<file path="config.mk">
export PLATFORM = sky130hd
export DESIGN_NAME = shelf_rect_packer
export DESIGN_NICKNAME = d
export VERILOG_FILES = /design/src/rtl/srp_pkg.sv /design/src/rtl/srp_core.sv /design/src/rtl/shelf_rect_packer.sv
export SDC_FILE = /design/constraint.sdc
export NUM_CORES = 1
export LEC_CHECK = 0
export BUFFER_PORTS_ARGS = -buffer_cell sky130_fd_sc_hd__buf_4
export CAP_MARGIN = 40
export CORE_UTILIZATION = 64
export CTS_BUF_LIST = sky130_fd_sc_hd__clkbuf_8
export DETAILED_ROUTE_END_ITERATION = 10
export PLACE_DENSITY = 0.92
export SLEW_MARGIN = 20
export SYNTH_ARGS = -nofsm -noshare
export SYNTH_HDL_FRONTEND = slang
export SYNTH_HIERARCHICAL = 1
export SYNTH_SLANG_ARGS = --single-unit
</file>
<file path="constraint.sdc">
create_clock -name clk_i -period 13.55 [get_ports clk_i]
set_input_delay 1.355 -clock clk_i [delete_from_list [all_inputs] [get_ports clk_i]]
set_output_delay 1.355 -clock clk_i [all_outputs]
set_load 0.01 [all_outputs]
</file>
<file path="src/rtl/srp_pkg.sv">
`default_nettype none
// ----------------------------------------------------------------------------
// srp_pkg
// Shared types and constants of the shelf rectangle packer: request kinds,
// register indexes and the fixed widths of the configuration registers.
// ----------------------------------------------------------------------------
package srp_pkg;

  // Default coordinate width; canvas sizes take one bit more
  localparam int unsigned COORD_BITS_DEFAULT = 16;

  // Request kind carried in tuser
  localparam int unsigned MODE_W = 2;

  typedef enum logic [MODE_W-1:0] {
    MODE_PLACE   = 2'd0,
    MODE_COMMIT  = 2'd1,
    MODE_RESTART = 2'd2
  } mode_e;

  // Configuration registers
  localparam int unsigned PAD_W      = 8;
  localparam int unsigned SIZE_REG_W = 17;
  localparam int unsigned CFG_IDX_W  = 2;
  localparam int unsigned CFG_DATA_W = SIZE_REG_W;

  typedef enum logic [CFG_IDX_W-1:0] {
    REG_PAD_X  = 2'd0,
    REG_PAD_Y  = 2'd1,
    REG_INIT_W = 2'd2,
    REG_INIT_H = 2'd3
  } cfg_reg_e;

  // Reset value of the initial and committed canvas sizes
  localparam int unsigned INIT_SIZE_RESET = 256;

endpackage
`default_nettype wire

</file>
<file path="src/rtl/srp_core.sv">
`default_nettype none
// ----------------------------------------------------------------------------
// srp_core
// Packer state (cursor, shelf height, committed and pending canvas) and the
// single-pass logic that works out one request's result and next state.
// ----------------------------------------------------------------------------
module srp_core
  import srp_pkg::*;
#(
  parameter int unsigned COORD_BITS = COORD_BITS_DEFAULT
) (
  input  logic                  clk_i,
  input  logic                  rst_ni,
  input  logic                  en_i,
  input  logic [MODE_W-1:0]     mode_i,
  input  logic [COORD_BITS-1:0] rect_width_i,
  input  logic [COORD_BITS-1:0] rect_height_i,
  input  logic [PAD_W-1:0]      pad_x_i,
  input  logic [PAD_W-1:0]      pad_y_i,
  input  logic [SIZE_REG_W-1:0] init_width_i,
  input  logic [SIZE_REG_W-1:0] init_height_i,
  output logic [COORD_BITS-1:0] cell_left_o,
  output logic [COORD_BITS-1:0] cell_top_o,
  output logic [COORD_BITS-1:0] cell_right_o,
  output logic [COORD_BITS-1:0] cell_bottom_o,
  output logic [COORD_BITS:0]   canvas_width_o,
  output logic [COORD_BITS:0]   canvas_height_o,
  output logic                  overflow_o
);

  // S: sizes and cursor (up to 2^COORD_BITS), W: sums with headroom
  localparam int unsigned S  = COORD_BITS + 1;
  localparam int unsigned W  = COORD_BITS + 2;
  localparam int unsigned CW = (SIZE_REG_W > W) ? SIZE_REG_W : W;

  localparam logic [W-1:0]  CANVAS_MAX    = W'(1) << COORD_BITS;
  localparam logic [W-1:0]  COORD_MAX     = CANVAS_MAX - W'(1);
  localparam logic [CW-1:0] CANVAS_MAX_CW = CW'(CANVAS_MAX);

  // Next power of two at or above v; v lies in 1 .. 2^COORD_BITS
  function automatic logic [S-1:0] pot_up(input logic [W-1:0] v);
    logic [S-1:0] m;
    logic [S-1:0] fits;
    m = S'(v - W'(1));
    for (int i = 0; i < S; i++) begin
      fits[i] = ((m >> i) == '0);
    end
    return fits & ~(fits << 1);
  endfunction

  // Initial size on restart: zero reads as 1, too large as the canvas limit
  function automatic logic [S-1:0] clamp_size(input logic [SIZE_REG_W-1:0] v);
    logic [CW-1:0] ve;
    ve = CW'(v);
    if (ve == '0) begin
      return S'(1);
    end
    if (ve > CANVAS_MAX_CW) begin
      return S'(CANVAS_MAX);
    end
    return S'(ve);
  endfunction

  // State
  logic [S-1:0] cx_q, cy_q, sh_q, cw_q, ch_q, pw_q, ph_q;
  logic [S-1:0] cx_d, cy_d, sh_d, cw_d, ch_d, pw_d, ph_d;

  // Effective canvas before this request
  logic         pend;
  logic [S-1:0] cur_w, cur_h;

  assign pend  = (pw_q != '0);
  assign cur_w = pend ? pw_q : cw_q;
  assign cur_h = pend ? ph_q : ch_q;

  // Padded request and shelf wrap
  logic [W-1:0] req_x, req_y, wrap_y, cx1, cy1, sh1;
  logic         wrap, ovf_wrap;

  assign req_x    = W'(rect_width_i) + W'(pad_x_i);
  assign req_y    = W'(rect_height_i) + W'(pad_y_i);
  assign wrap     = (W'(cx_q) + req_x) > W'(cw_q);
  assign wrap_y   = W'(cy_q) + W'(sh_q) + W'(pad_y_i);
  assign ovf_wrap = wrap && (wrap_y > CANVAS_MAX);
  assign cx1      = wrap ? W'(pad_x_i) : W'(cx_q);
  assign cy1      = wrap ? (ovf_wrap ? CANVAS_MAX : wrap_y) : W'(cy_q);
  assign sh1      = wrap ? '0 : W'(sh_q);

  // Growth of the effective canvas
  logic [W-1:0] end_x, end_y, grow_y;
  logic         grow_w, grow_h, ovf_gw, ovf_gh;
  logic [S-1:0] new_w, new_h;

  assign end_x  = cx1 + req_x;
  assign end_y  = cy1 + req_y;
  assign grow_y = W'(cur_h) + req_y;
  assign grow_w = end_x > W'(cur_w);
  assign grow_h = end_y > W'(cur_h);
  assign ovf_gw = grow_w && (end_x > CANVAS_MAX);
  assign ovf_gh = grow_h && (grow_y > CANVAS_MAX);
  assign new_w  = !grow_w ? cur_w : (ovf_gw ? S'(CANVAS_MAX) : pot_up(end_x));
  assign new_h  = !grow_h ? cur_h : (ovf_gh ? S'(CANVAS_MAX) : pot_up(grow_y));

  // Cell corners, saturated to the coordinate range
  logic [W-1:0] right_sum, bottom_sum;
  logic         ovf_l, ovf_t, ovf_r, ovf_b;

  assign right_sum  = cx1 + W'(rect_width_i);
  assign bottom_sum = cy1 + W'(rect_height_i);
  assign ovf_l      = cx1 > COORD_MAX;
  assign ovf_t      = cy1 > COORD_MAX;
  assign ovf_r      = right_sum > COORD_MAX;
  assign ovf_b      = bottom_sum > COORD_MAX;

  // Cursor advance and shelf height
  logic         ovf_cx, sh_upd, ovf_sh, ovf_place;
  logic [S-1:0] cx_place, sh_place;

  assign ovf_cx    = end_x > CANVAS_MAX;
  assign cx_place  = ovf_cx ? S'(CANVAS_MAX) : S'(end_x);
  assign sh_upd    = req_y > sh1;
  assign ovf_sh    = sh_upd && (req_y > CANVAS_MAX);
  assign sh_place  = !sh_upd ? S'(sh1) : (ovf_sh ? S'(CANVAS_MAX) : S'(req_y));
  assign ovf_place = ovf_wrap | ovf_gw | ovf_gh | ovf_l | ovf_t | ovf_r | ovf_b
                   | ovf_cx | ovf_sh;

  // Next state and corners per request kind
  always_comb begin
    cx_d          = cx_q;
    cy_d          = cy_q;
    sh_d          = sh_q;
    cw_d          = cw_q;
    ch_d          = ch_q;
    pw_d          = pw_q;
    ph_d          = ph_q;
    cell_left_o   = '0;
    cell_top_o    = '0;
    cell_right_o  = '0;
    cell_bottom_o = '0;
    overflow_o    = 1'b0;
    unique case (mode_e'(mode_i))
      MODE_PLACE: begin
        cx_d = cx_place;
        cy_d = S'(cy1);
        sh_d = sh_place;
        if (grow_w || grow_h) begin
          pw_d = new_w;
          ph_d = new_h;
        end
        cell_left_o   = ovf_l ? COORD_BITS'(COORD_MAX) : COORD_BITS'(cx1);
        cell_top_o    = ovf_t ? COORD_BITS'(COORD_MAX) : COORD_BITS'(cy1);
        cell_right_o  = ovf_r ? COORD_BITS'(COORD_MAX) : COORD_BITS'(right_sum);
        cell_bottom_o = ovf_b ? COORD_BITS'(COORD_MAX) : COORD_BITS'(bottom_sum);
        overflow_o    = ovf_place;
      end
      MODE_COMMIT: begin
        if (pend) begin
          cw_d = pw_q;
          ch_d = ph_q;
          pw_d = '0;
          ph_d = '0;
        end
      end
      MODE_RESTART: begin
        cw_d = clamp_size(init_width_i);
        ch_d = clamp_size(init_height_i);
        pw_d = '0;
        ph_d = '0;
        cx_d = S'(pad_x_i);
        cy_d = S'(pad_y_i);
        sh_d = '0;
      end
      default: begin
        // unused request kind: no change
      end
    endcase
  end

  // Effective canvas after the request
  assign canvas_width_o  = (pw_d != '0) ? pw_d : cw_d;
  assign canvas_height_o = (pw_d != '0) ? ph_d : ch_d;

  // State registers, advanced once per request
  always_ff @(posedge clk_i or negedge rst_ni) begin
    if (!rst_ni) begin
      cx_q <= '0;
      cy_q <= '0;
      sh_q <= '0;
      cw_q <= S'(INIT_SIZE_RESET);
      ch_q <= S'(INIT_SIZE_RESET);
      pw_q <= '0;
      ph_q <= '0;
    end else if (en_i) begin
      cx_q <= cx_d;
      cy_q <= cy_d;
      sh_q <= sh_d;
      cw_q <= cw_d;
      ch_q <= ch_d;
      pw_q <= pw_d;
      ph_q <= ph_d;
    end
  end

endmodule
`default_nettype wire

</file>
<file path="src/rtl/shelf_rect_packer.sv">
`default_nettype none
// ----------------------------------------------------------------------------
// shelf_rect_packer
// Shelf packer placing rectangles in a growing atlas canvas. Each request
// places a rectangle, commits pending growth or restarts the atlas.
//
//   channel   direction  payload
//   s_axis    in         tuser: mode; tdata: rect_width, rect_height
//   m_axis    out        tdata: cell corners, canvas size, overflow
//   cfg       in         pad_x, pad_y, initial_width, initial_height
//
// One item per cycle sustained while the sink does not stall; the result passes
// through the input register, then the packing logic into the result register.
// The state update is one pass through srp_core, so items follow back to back.
// A stalled result holds in the output register while the input register
// still takes one more item. Reset clears the state to a 256 x 256 canvas,
// cursor at the origin and nothing pending; no clearing pass is needed.
// ----------------------------------------------------------------------------
module shelf_rect_packer
  import srp_pkg::*;
#(
  parameter int unsigned COORD_BITS = COORD_BITS_DEFAULT
) (
  input  logic                  clk_i,
  input  logic                  rst_ni,
  // Requests
  input  logic                  s_axis_tvalid_i,
  output logic                  s_axis_tready_o,
  // rect_width, rect_height
  input  logic [((2*COORD_BITS+7)/8)*8-1:0] s_axis_tdata_i,
  // mode
  input  logic [MODE_W-1:0]     s_axis_tuser_i,
  // Results
  output logic                  m_axis_tvalid_o,
  input  logic                  m_axis_tready_i,
  // cell_left, cell_top, cell_right, cell_bottom, canvas_width,
  // canvas_height, overflow
  output logic [((6*COORD_BITS+10)/8)*8-1:0] m_axis_tdata_o,
  // Configuration writes
  input  logic                  cfg_we_i,
  input  logic [CFG_IDX_W-1:0]  cfg_idx_i,
  input  logic [CFG_DATA_W-1:0] cfg_wdata_i
);

  localparam int unsigned OUT_W     = ((6*COORD_BITS+10)/8)*8;
  localparam int unsigned RES_W     = 6*COORD_BITS + 3;

  // Configuration registers
  logic [PAD_W-1:0]      pad_x_q, pad_y_q;
  logic [SIZE_REG_W-1:0] init_w_q, init_h_q;

  always_ff @(posedge clk_i or negedge rst_ni) begin
    if (!rst_ni) begin
      pad_x_q  <= '0;
      pad_y_q  <= '0;
      init_w_q <= SIZE_REG_W'(INIT_SIZE_RESET);
      init_h_q <= SIZE_REG_W'(INIT_SIZE_RESET);
    end else if (cfg_we_i) begin
      unique case (cfg_reg_e'(cfg_idx_i))
        REG_PAD_X:  pad_x_q  <= cfg_wdata_i[PAD_W-1:0];
        REG_PAD_Y:  pad_y_q  <= cfg_wdata_i[PAD_W-1:0];
        REG_INIT_W: init_w_q <= cfg_wdata_i;
        REG_INIT_H: init_h_q <= cfg_wdata_i;
        default: ;
      endcase
    end
  end

  // Handshake: the input register moves on when the result register is free
  logic in_valid_q, out_valid_q, advance, in_take;

  assign advance         = in_valid_q && (!out_valid_q || m_axis_tready_i);
  assign s_axis_tready_o = !in_valid_q || advance;
  assign in_take         = s_axis_tvalid_i && s_axis_tready_o;

  always_ff @(posedge clk_i or negedge rst_ni) begin
    if (!rst_ni) begin
      in_valid_q  <= 1'b0;
      out_valid_q <= 1'b0;
    end else begin
      if (in_take) begin
        in_valid_q <= 1'b1;
      end else if (advance) begin
        in_valid_q <= 1'b0;
      end
      if (advance) begin
        out_valid_q <= 1'b1;
      end else if (m_axis_tready_i) begin
        out_valid_q <= 1'b0;
      end
    end
  end

  // Input register
  logic [MODE_W-1:0]     mode_q;
  logic [COORD_BITS-1:0] rect_w_q, rect_h_q;

  always_ff @(posedge clk_i) begin
    if (in_take) begin
      mode_q   <= s_axis_tuser_i;
      rect_w_q <= s_axis_tdata_i[COORD_BITS-1:0];
      rect_h_q <= s_axis_tdata_i[2*COORD_BITS-1:COORD_BITS];
    end
  end

  // Packing logic and state
  logic [COORD_BITS-1:0] left, top, right, bottom;
  logic [COORD_BITS:0]   canvas_w, canvas_h;
  logic                  ovf;

  srp_core #(
    .COORD_BITS (COORD_BITS)
  ) u_core (
    .clk_i           (clk_i),
    .rst_ni          (rst_ni),
    .en_i            (advance),
    .mode_i          (mode_q),
    .rect_width_i    (rect_w_q),
    .rect_height_i   (rect_h_q),
    .pad_x_i         (pad_x_q),
    .pad_y_i         (pad_y_q),
    .init_width_i    (init_w_q),
    .init_height_i   (init_h_q),
    .cell_left_o     (left),
    .cell_top_o      (top),
    .cell_right_o    (right),
    .cell_bottom_o   (bottom),
    .canvas_width_o  (canvas_w),
    .canvas_height_o (canvas_h),
    .overflow_o      (ovf)
  );

  // Result register
  logic [RES_W-1:0] res_q;

  always_ff @(posedge clk_i) begin
    if (advance) begin
      res_q <= {ovf, canvas_h, canvas_w, bottom, right, top, left};
    end
  end

  assign m_axis_tvalid_o = out_valid_q;
  assign m_axis_tdata_o  = OUT_W'(res_q);

endmodule
`default_nettype wire

</file>
==> metrics.txt <==
TritonCTS Sinks=304; critical setup path kind=flop to flop; Final period util=94.8%; Initial DRC Count=2424; total CTS buffers=52; Yosys warnings=6; die area=37800 sq um; outcome=completed; headroom to the max-slew limit=42.2%; XOR/XNOR Fraction of Synth Area=5.12%; GP Congestion=1.06; io pins=164; post-route cell area=26600 sq um; count of different cell masters after synthesis=102; H-tree depth=2; nets=2958; dominant combinational cell family by area after synthesis=compound AO/OA/AOI/OAI gates; footprint of the multi-input gates=14600 sq um; DRT Wirelength=79200 um; CP endpoint kind=flop; Max Cap Viol=0; CTS Root Cell=clkbuf_8; maximum clock rate=0.0779 GHz; FF+latch area=8280 sq um; worst clock skew=51.3 ps; Hold Buf Count CTS=0; row cnt=70; worst path required time=13980 ps; cell area after synthesis=23700 sq um; GR Util All Layers=41.0%; final setup vio count=0; crit path DAT=13270 ps; min-delay worst type=flop to flop; CTS tree=built; maximum net fanout on the critical path=17; most used cell, CP=a21oi_1; Final Slew Violations=0; area share of the largest cell type after synthesis=17.6%; first-pass GRT wire length=120000 um; first drt pass iteration count=8; Post-Place Worst Slack=767 ps; CP max stage cell=edfxtp_1; # diodes=0; Syn Area/Cell=9.46 sq um; #FFs+latches synth=304; Post-synth ARST share=56.3%; WL/cell=24.9 um; DP HPWL=58200 um; Startpoint Class=flop; vias in the first global route=21300; Post-DP Area=25400 sq um; fillcell total=2667; largest net degree at the start of global routing=67; Die Span Y=194 um; mux contribution to synthesized area=6.73%; Horiz. Die Dim=194 um; core area=36500 sq um; synth top area cells=dfrtp_1 18%, edfxtp_1 17%, ha_1 11%, mux2_2 4.3%, xnor2_1 3.7%; share of cells above drive strength 1=16.0%; initial antenna violation count=0; IO Port Bufs=158; ys flop type=dfrtp_1; antenna violation net count after detailed routing=0; Clock transition at path regs=70 ps; Residual DRC=0; Yosys top cell by area=dfrtp_1; initial core utilization=64.9%; Post-Synth Simple-Gate Area=14.7%; Hold Vio Cnt, Final=0; Worst-Skew Late Latency=680 ps; Worst Tran Pin Value=861 ps; post-synthesis to final-layout area growth=12.3%; fraction of the mapped netlist area in adder cells=12.9%; WHS=495 ps; final worst-path setup slack=708 ps; Max stage delay on crit path=430 ps; Synth Instances=2506; most common cell after layout, fill and taps aside=ha_1; Post-synth EDFFs=133; clock buffer depth=3; DR vias=22000; Tmin final=12840 ps; commonest non-fill, non-tap cells in the layout=213 x ha_1, 193 x buf_4, 192 x nand2_1, 188 x nor2_1, 167 x dfrtp_1; grt ovf=0; compound-gate portion of the synthesized area=21.6%; drt via density=6.91; sequential area share after synthesis=34.9%; Util after Layout=72.9%
[synthesized netlist by cell type (8+ instances only)]
cell	instances
ha_1	215
nand2_1	192
nor2_1	189
dfrtp_1	167
a21oi_1	160
o21ai_0	139
edfxtp_1	133
inv_1	127
xnor2_1	100
mux2_2	91
o21a_1	78
clkbuf_1	76
nand3_1	64
a21o_1	63
nor3_1	49
mux2i_1	42
nand4_1	36
xor2_1	36
a22o_1	35
and2_1	28
a22oi_1	25
nor2b_1	25
nand2b_1	23
nor4_1	23
o211ai_1	21
a211oi_1	20
o21bai_1	20
a221oi_1	18
o31a_1	18
a31oi_1	17
fa_1	17
o21ai_1	17
and3_1	16
a221o_1	10
buf_1	10
mux2_4	10
a211o_1	9
or3_1	9
a2111oi_0	8
a21boi_0	8
buf_4	8
or2_2	8
[stage by stage]
| step | cells | setup TNS, ps |
|---|---|---|
| floorplan | 2510 | 0 |
| global placement | 3063 | 0 |
| detailed placement | 3071 | 0 |
| CTS | 3168 | 0 |
| global route | 3179 | -94.9 |
| finish | 3179 | 0 |
[path summary, 6_finish.rpt]
check                            startpoint              end  slack (ps)  depth (start not counted)
worst max-delay path            rect_w_q[0]        res_q[92]         710                         65
worst max register to register  rect_w_q[0]        res_q[92]         710                         65
worst min-delay path             in_valid_q  m_axis_tvalid_o         500                          1
min in group asynchronous            rst_ni   u_core/sh_q[9]         620                          1
max in group asynchronous            rst_ni   u_core/pw_q[7]       11800                          3
worst min register to register   in_valid_q  m_axis_tvalid_o         500                          1
[repair_timing]
action,CTS,global route
gates resized for setup,0,9
buffers inserted,0,3
setup endpoints to repair,0,34
[cell type report]
class | instances | area share [%]
Sequential cell | 304 | 31.1
Inverter | 128 | 1.81
Tap cell | 468 | 2.20
Timing Repair Buffer | 207 | 6.29
Clock inverter | 38 | 0.818
Clock buffer | 59 | 3.05
Multi-Input combinational cell | 1975 | 54.7
[registers in the layout, summed over array words and instances (netlist names)]
signal,flops
res_q,99
init_w_q,17
in_valid_q,1
rect_h_q,16
mode_q,2
u_core/sh_q,17
u_core/cw_q,17
pad_y_q,8
m_axis_tvalid_o,1
rect_w_q,16
u_core/cy_q,17
init_h_q,17
u_core/ph_q,17
u_core/pw_q,17
u_core/ch_q,17
pad_x_q,8
u_core/cx_q,17
[layer usage]
layer / up-vias / wire length (um) / part of all wire (%) / track usage, %
li1: 9666 / - / - / -
met1: 10500 / 29600 / 37 / 51.5
met2: 1464 / 36700 / 46 / 66.2
met3: 390 / 7330 / 9.3 / 6.47
met4: 0 / 5580 / 7.1 / 26.3
met5: - / 0 / 0 / 0
[worst max-delay path, delay by kind of cell (launching register included)]
kind                       cells  cell delay [ps]
AOI/OAI and AO/OA             37             6810
adders and majority gates      7             2080
and+or+nand+nor               10             1270
buffers and inverters          7             1150
xor gates and xnor gates       3              520
DFF                            1              430
muxes                          1              320
[kinds of logic (layout without fill, tap and decap cells)]
| kind of cell | Yosys count | after routing |
|---|---|---|
| AOI/OAI and AO/OA | 748 | 748 |
| and+or+nand+nor | 707 | 708 |
| DFF | 304 | 304 |
| adders and majority gates | 234 | 234 |
| buffers and inverters | 232 | 432 |
| muxes | 143 | 143 |
| xor gates and xnor gates | 137 | 137 |
| other | 1 | 5 |
Power is left out: the tool's default activity adds up to more than one toggle a clock period on the data nets, which glitch-free logic cannot reach.
